<file path="src/sv/nearest_palette_color_search_defines.svh">
// Assertion macros for the nearest palette color search block.
// Each macro expects clk and arst_n in the scope where it is used.
`ifndef NEAREST_PALETTE_COLOR_SEARCH_DEFINES_SVH
`define NEAREST_PALETTE_COLOR_SEARCH_DEFINES_SVH

// same-cycle implication
`define NPS_ASSERT_SAME(label, ante, cons) \
	label: assert property (@(posedge clk) disable iff (!arst_n) (ante) |-> (cons)) \
		else $error("nps assertion failed");

// next-cycle implication
`define NPS_ASSERT_NEXT(label, ante, cons) \
	label: assert property (@(posedge clk) disable iff (!arst_n) (ante) |=> (cons)) \
		else $error("nps assertion failed");

`endif

</file>
<file path="src/sv/nps_pkg.sv">
// Shared types and constants for the nearest palette color search block.
// No dependencies.
package nps_pkg;

	localparam int PALETTE_DEPTH_DEF  = 256;
	localparam int COMPONENT_BITS_DEF = 8;
	localparam int CFG_BITS           = 9;

	localparam logic OP_LOAD = 1'b0;
	localparam logic OP_MAP  = 1'b1;

	typedef struct packed {
		logic start;
		logic empty;
		logic wr_en;
		logic rd_en;
		logic load_out;
	} nps_cmd_t;

	typedef struct packed {
		logic hit;
		logic pipe_busy;
	} nps_stat_t;

endpackage

</file>
<file path="src/sv/nps_ctrl.sv">
// Controller: input handshake, entry count register, scan sequencer, output valid.
// Depends on nps_pkg; commands nps_datapath.
module nps_ctrl import nps_pkg::*; #(
	parameter int PALETTE_DEPTH = PALETTE_DEPTH_DEF,
	localparam int IW   = $clog2(PALETTE_DEPTH),
	localparam int CNTW = $clog2(PALETTE_DEPTH + 1)
) (
	input  logic                clk,
	input  logic                arst_n,
	input  logic                cfg_we,
	input  logic [CFG_BITS-1:0] cfg_wdata,
	input  logic                s_tvalid,
	output logic                s_tready,
	input  logic                opcode,
	input  logic [7:0]          entry_index,
	output logic                m_tvalid,
	input  logic                m_tready,
	input  nps_stat_t           stat,
	output nps_cmd_t            cmd,
	output logic [IW-1:0]       rd_addr
);

	typedef enum logic [3:0] {
		ST_IDLE   = 4'b0001,
		ST_SCAN   = 4'b0010,
		ST_DRAIN  = 4'b0100,
		ST_FINISH = 4'b1000
	} state_t;

	state_t              state_q;
	logic [CFG_BITS-1:0] cfg_q;
	logic [CNTW-1:0]     count_q, count_d;
	logic [IW-1:0]       j_q;
	logic                m_tvalid_q;
	logic                accept, last_issue, out_free;

	assign s_tready = (state_q == ST_IDLE);
	assign accept   = s_tvalid && s_tready;
	assign count_d  = (32'(cfg_q) > 32'(PALETTE_DEPTH)) ? CNTW'(PALETTE_DEPTH) : CNTW'(cfg_q);
	assign last_issue = (CNTW'(j_q) + CNTW'(1)) == count_q;
	assign out_free = !m_tvalid_q || m_tready;

	assign cmd.wr_en    = accept && (opcode == OP_LOAD) && (32'(entry_index) < 32'(PALETTE_DEPTH));
	assign cmd.start    = accept && (opcode == OP_MAP);
	assign cmd.empty    = (count_d == '0);
	assign cmd.rd_en    = (state_q == ST_SCAN) && !stat.hit;
	assign cmd.load_out = (state_q == ST_FINISH) && out_free;
	assign rd_addr      = j_q;
	assign m_tvalid     = m_tvalid_q;

	always_ff @(posedge clk or negedge arst_n) begin
		if (!arst_n) begin
			state_q    <= ST_IDLE;
			cfg_q      <= '0;
			count_q    <= '0;
			j_q        <= '0;
			m_tvalid_q <= 1'b0;
		end else begin
			if (cfg_we) begin
				cfg_q <= cfg_wdata;
			end
			if (cmd.load_out) begin
				m_tvalid_q <= 1'b1;
			end else if (m_tready) begin
				m_tvalid_q <= 1'b0;
			end
			case (state_q)
				ST_IDLE: begin
					if (cmd.start) begin
						count_q <= count_d;
						j_q     <= '0;
						state_q <= cmd.empty ? ST_FINISH : ST_SCAN;
					end
				end
				ST_SCAN: begin
					j_q <= j_q + 1'b1;
					if (stat.hit) begin
						state_q <= ST_FINISH;
					end else if (last_issue) begin
						state_q <= ST_DRAIN;
					end
				end
				ST_DRAIN: begin
					if (stat.hit || !stat.pipe_busy) begin
						state_q <= ST_FINISH;
					end
				end
				ST_FINISH: begin
					if (out_free) begin
						state_q <= ST_IDLE;
					end
				end
				default: begin
					state_q <= ST_IDLE;
				end
			endcase
		end
	end

endmodule

</file>
<file path="config.mk">
export PLATFORM = sky130hd
export DESIGN_NAME = nps_ctrl
export DESIGN_NICKNAME = d
export VERILOG_FILES = /design/src/sv/nearest_palette_color_search_defines.svh /design/src/sv/nps_pkg.sv /design/src/sv/nps_ctrl.sv
export SDC_FILE = /design/constraint.sdc
export NUM_CORES = 1
export LEC_CHECK = 0
export BUFFER_PORTS_ARGS = -buffer_cell sky130_fd_sc_hd__buf_2
export CORE_UTILIZATION = 53
export CTS_BUF_LIST = sky130_fd_sc_hd__clkbuf_16
export DETAILED_ROUTE_END_ITERATION = 12
export GPL_TIMING_DRIVEN = 0
export PLACE_DENSITY_LB_ADDON = 0.12
export SETUP_SLACK_MARGIN = 0.1
export SLEW_MARGIN = 25
export SYNTH_ARGS = -nofsm -noshare
export SYNTH_HDL_FRONTEND = slang
export SYNTH_SLANG_ARGS = --single-unit
export TNS_END_PERCENT = 5
</file>
<file path="constraint.sdc">
create_clock -name clk -period 3.4 [get_ports clk]
set_input_delay 0.68 -clock clk [delete_from_list [all_inputs] [get_ports clk]]
set_output_delay 0.68 -clock clk [all_outputs]
set_load 0.005 [all_outputs]
</file>
==> results of run 1 <==
critical path: cells and delay by family (launching register included):
| kind | cells | cell delay, ns |
|---|---|---|
| AND/OR/NAND/NOR | 2 | 0.66 |
| buffers and inverters | 4 | 0.69 |
| flip-flops | 1 | 0.36 |
per-stage QoR:
stage          hold WS [ns]  setup WS, ns  cell area [sq um]   util  total power (W)
2_1_floorplan         0.384          1.35               1710      -         0.000893
3_3_place_gp          0.474          1.06               1920  0.629          0.00100
3_5_place_dp          0.476          1.02               1920  0.629          0.00102
4_1_cts               0.467         0.715               2050  0.673          0.00144
5_1_grt               0.505         0.563               2050  0.673          0.00151
6_report              0.438         0.727               2050  0.673          0.00143
how the worst min path moves through the flow:
stage,from,endpoint,slack [ns]
3_3_place_gp,count_q[0],count_q[0],0.47
6_report,arst_n,state_q[3],0.44
3_5_place_dp,count_q[1],count_q[1],0.48
4_1_cts,arst_n,rd_addr[5],0.47
2_1_floorplan,arst_n,cfg_q[0],0.38
5_1_grt,arst_n,cfg_q[5],0.51
power breakdown:
part / switching [W] / leakage (nW) / internal, W
Combinational: 0.000272 / 0.504 / 0.000222
Clock: 0.000147 / 0.0671 / 0.000262
Sequential: 0.0000698 / 0.396 / 0.000455
Total: 0.000488 / 0.967 / 0.000939
state kept, by name, summed over array words and instances, names as in the netlist:
register  flops
state_q       4
rd_addr       8
m_tvalid      1
count_q       9
cfg_q         9
layout make-up:
class / instances / area, sq um / area share
multi-input cells: 130 / 880 / 0.428
flip-flops and latches: 31 / 777 / 0.378
repair buffers: 30 / 150 / 0.0731
clock buffers: 5 / 125 / 0.0609
well taps: 44 / 55.1 / 0.0268
plain buffers: 10 / 46.3 / 0.0225
inverters: 3 / 11.3 / 0.00548
clock inverters: 2 / 8.76 / 0.00427
cell usage in the layout, fill, tap and decap left out, drive strengths merged, types with 2 or more instances in the layout:
cell	count
nand2b	2
nor2	13
and3	3
nand3	8
nand4b	2
mux2	9
nor4	3
o41ai	2
nand3b	10
nand4	2
nand2	26
buf	35
inv	3
o21ai	14
nor4b	3
nor2b	2
dfrtp	30
a21oi	2
clkinv	2
a31oi	4
clkbuf	10
o31ai	3
or3	2
xnor2	9
cell families after synthesis:
family	Yosys count
AND/OR/NAND/NOR	79
AO/OA/AOI/OAI	31
flip-flops	31
buffers and inverters	13
XOR/XNOR	10
multiplexers	9
adder cells (fa/ha/maj)	1
metal layers:
metal	wire (um)	share of wire	track usage	vias to the layer above
met5	0	0	0	-
met4	68	0.020	0.0986	0
met3	180	0.053	0.0462	7
met2	1670	0.49	0.377	40
met1	1470	0.43	0.263	670
li1	-	-	-	702
==> results.txt, run 1 <==
Post-Synth Simple-Gate Area: 0.265
Worst setup EP type: output pin
Largest family of logic cells by synthesized area: simple AND/OR/NAND/NOR gates
Max incr delay on CP: 0.43 ns
Die H: 58.9 um
Post-layout min period: 2.67 ns
Average routed wire per standard cell: 13.3 um
Vias: 1419
Synth Area per Inst: 9.85 sq um
Ranking of synthesized cells by area: dfrtp_1 44%, mux2_2 5.9%, nand2_1 5.5%
Power per cell area: 695 nW/um^2
Max Cap Viol: 0
Setup bufs post-CTS: 0
WS Path Type: reg -> out
EDFF count, synth: 0
Instance count of the mapped netlist: 174
Nets: 237
FILL cells: 267
FF-to-FF End: state_q[1]
Register area share after synthesis: 0.453
H-tree depth: 2
Critical path required time: 2.72 ns
Final GP Congestion: 0.865
Worst path arrival time: 1.99 ns
CTS Buffer Depth: 2
Synthesized flop and latch total: 31
Final Hold Viols: 0
XOR/XNOR Fraction of Synth Area: 0.0555
Worst min-delay path class: in -> async
ANT nets after route: 0
Mux contribution to synthesized area: 0.0591
CP Launch Point: state_q[1]
CP max stage cell: nor4b_4
Drt first-iter violations: 85
Setup_tns: 0 ns
Drt pass-1 iters: 4
Final setup fails: 0
CTS tree: yes
Top_reg_cell synth: dfrtp_1
Most common cell in the netlist: dfrtp_1
Worst Tran Pin Value: 0.687 ns
Status: completed
Post-CTS Resized: 0
Vias per cell: 5.56
LEAKAGE: 0.967 nW
TritonCTS Sinks: 31
Die Wd: 58.9 um
DRC viols: 0
Placeable Area: 3050 sq um
Synth Area in Compound Gates: 0.126
Hold_buf cts: 0
Initial antenna violation count: 0
Root buffer cell: clkbuf_16
Fin. max-slew vios: 0
Synthesized area: 1710 sq um
GRT Resource Usage Total: 0.219
TritonCTS Buffers: 5
Async set or reset register ratio after synthesis: 1.00
Vias in the first global route: 1256
# IOs: 40
YS warnings: 0
Largest net degree at the start of global routing: 32
CP Launch Type: register
RSZ-0062 raised after global routing: false
Share of the synthesized area in the top cell type: 0.438
Most frequent CP cell: buf_2
Slew headroom: 0.535
Unique cell type count in the Yosys netlist: 43
Reg2reg path depth: 6
IO Port Bufs: 30
Reg2Reg Launch Point: rd_addr[0]
VDD IR max: 377 uV
Post-synth top area cell: dfrtp_1
Top post-synthesis cells by count: 30 x dfrtp_1, 25 x nand2_1, 13 x nor2_1, 13 x o21ai_0, 10 x nand3b_1
Mapped Nets: 200
Layout cells sized above 1: 0.280
Die area: 3470 sq um
Critical path capture point: cmd[4]
CP cell instances: buf_2, nor4b_4, nand3_2, inv_1, buf_2, buf_2
Finished Layout Cells: 255
Clock skew: 0.00397 ns
Routed wire length: 3390 um
Placed Instances: 248
Std cell rows: 20
First-pass GRT wire length: 5580 um
Synth-to-layout area growth: 19.8%
R2R setup slack: 1.09 ns
Maximum clock frequency: 374 MHz
Diode count: 0
Starting density of the core: 0.561
Total grt overflow: 0
Post-DP HPWL: 2530 um
Final period util: 0.786
Worst-path clk slew: 0.05 ns
Clk_lat worst skew: 0.28 ns
Max FO, Critical Path: 10
Adder-cell share of the synthesized area: 0.00730
Power figures use the tool's default switching activity.
==> run 2: changes to the inputs <==
Clock period 3.4 ns to 2.75 ns, I/O delays scaled along.
==> run 2 against run 1 <==
Via count is 0.42% higher. Die area stayed put. Clock skew is 0.0011 ns lower. Clock power is 24% higher. Combinational power is 32% higher. Final cell count is 1.2% higher. Total power is 26% higher. Design area is 1.1% higher. Sequential power is 23% higher. Critical endpoint unchanged. Largest cell class unchanged.
==> results.txt, run 2 (synthesis gave the netlist of run 1 again) <==
Final period util: 0.920
Delay-heaviest family, CP: buffers and inverters
# IOs: 40 (unchanged)
Vias in the first global route: 1256 (unchanged)
Largest net degree at the start of global routing: 32 (unchanged)
CTS tree: yes
Drt pass-1 iters: 4 (unchanged)
Status: completed
Clock skew: 0.00289 ns (-0.00108 ns)
Worst path bufs/invs: 4 (unchanged)
Final Hold Viols: 0 (unchanged)
Critical path required time: 2.20 ns (-0.52 ns)
Die Wd: 58.9 um (unchanged)
Worst Tran Pin Value: 0.708 ns (+0.0209 ns)
IO Port Bufs: 30 (unchanged)
Setup_tns: 0 ns (unchanged)
Post-CTS Resized: 0 (unchanged)
Max incr delay on CP: 0.40 ns (-0.03 ns)
FILL cells: 264 (-1.1%)
Max Cap Viol: 0 (unchanged)
Nets: 240 (+1.3%)
Fin. max-slew vios: 0 (unchanged)
Std cell rows: 20 (unchanged)
Max FO, Critical Path: 10 (unchanged)
TritonCTS Sinks: 31 (unchanged)
Routed wire length: 3430 um (+1.4%)
Worst-path clk slew: 0.05 ns (about the same)
CTS Buffer Depth: 2 (unchanged)
FF+latch area: 777 sq um (unchanged)
CP Launch Type: register
TritonCTS Buffers: 5 (unchanged)
CP max stage cell: nor4b_4
Placed Instances: 248 (unchanged)
Post-layout min period: 2.53 ns
Diode count: 0 (unchanged)
Commonest non-fill, non-tap cells in the layout: 34 x buf_2, 30 x dfrtp_1, 25 x nand2_1
Hold WS: 0.310 ns (-0.128 ns)
Drt first-iter violations: 80 (-5.9%)
Most frequent CP cell: buf_2
RSZ-0062 raised after global routing: false
Most common cell after layout, fill and taps aside: buf_2
DRC viols: 0 (unchanged)
Finished Layout Cells: 258 (+1.2%)
Root buffer cell: clkbuf_16
Placeable Area: 3050 sq um (unchanged)
R2R setup slack: 0.44 ns (-0.65 ns)
Power per cell area: 869 nW/um^2 (+25%)
Slew headroom: 0.521 (-0.0141)
H-tree depth: 2 (unchanged)
Final GP Congestion: 0.865 (unchanged)
Die area: 3470 sq um (unchanged)
VDD IR max: 477 uV (+26%)
Synth-to-layout area growth: 21.1%
CP cell instances: clkbuf_1, nor4b_4, nand3_2, inv_1, buf_2, buf_2
Worst min-delay path class: in -> async
Vias: 1425 (+0.42%)
Die H: 58.9 um (unchanged)
Final setup fails: 0 (unchanged)
Area occupied by multi-input gates: 880 sq um (unchanged)
Worst setup EP type: output pin
Vias per cell: 5.52 (-0.74%)
Post-DP HPWL: 2530 um (unchanged)
Initial antenna violation count: 0 (unchanged)
Average routed wire per standard cell: 13.3 um (+0.24%)
Maximum clock frequency: 395 MHz
Starting density of the core: 0.561 (unchanged)
Clk_lat worst skew: 0.27 ns (about the same)
Layout cells sized above 1: 0.290 (+0.0101)
WS Path Type: reg -> out
Total grt overflow: 0 (unchanged)
Worst path arrival time: 1.98 ns (about the same)
LEAKAGE: 0.982 nW (+1.5%)
First-pass GRT wire length: 5580 um (unchanged)
ANT nets after route: 0 (unchanged)
GRT Resource Usage Total: 0.219 (unchanged)
-- run 2: cell types whose count changed in the layout (fill, tap and decap cells not counted), sizes merged --
| cell | delta |
|---|---|
| buf | +3 |
-- run 2: per-layer routing --
metal / part of all wire / wire (um) / global-route usage / vias up
li1: - / - / - / 707
met1: 0.45 / 1530 / 0.263 / 671
met2: 0.48 / 1660 / 0.377 / 40
met3: 0.046 / 159 / 0.0462 / 7
met4: 0.023 / 78 / 0.0986 / 0
met5: 0 / 0 / 0 / -
-- run 2: metrics by stage --
step | util | power, W | worst slack [ns] | cell area, sq um
floorplan | - | 0.00110 | 0.717 | 1710
global placement | 0.629 | 0.00124 | 0.468 | 1920
detailed placement | 0.629 | 0.00126 | 0.457 | 1920
CTS | 0.673 | 0.00178 | 0.195 | 2050
global route | 0.680 | 0.00191 | 0.0969 | 2080
finish | 0.680 | 0.00180 | 0.221 | 2080
-- run 2: final timing paths --
kind                             from          to  depth (start not counted)
setup / recovery           state_q[3]      cmd[4]                          6
hold reg to reg            count_q[1]  count_q[1]                          2
min in group clk           count_q[1]  count_q[1]                          2
max in group asynchronous      arst_n  count_q[3]                          1
hold / removal                 arst_n  rd_addr[4]                          1
setup reg to reg           rd_addr[0]  state_q[1]                          6
-- run 2: final cells by class --
class | instances | share of cell area
plain buffers | 10 | 0.0223
clock inverters | 2 | 0.00422
flip-flops and latches | 31 | 0.374
well taps | 44 | 0.0265
multi-input cells | 130 | 0.424
clock buffers | 5 | 0.0603
repair buffers | 33 | 0.0832
inverters | 3 | 0.00542
-- run 2: report_power, final --
group / switching [W] / total [W] / internal (W)
clock network: 0.000180 / 0.000504 / 0.000324
registers: 0.0000857 / 0.000648 / 0.000563
logic: 0.000346 / 0.000652 / 0.000305
total: 0.000612 / 0.00180 / 0.00119
-- run 2: repair_timing --
action                     in CTS  in global routing
setup endpoints to repair       0                  1
buffers inserted                0                  3
hold buffers                    0                  0
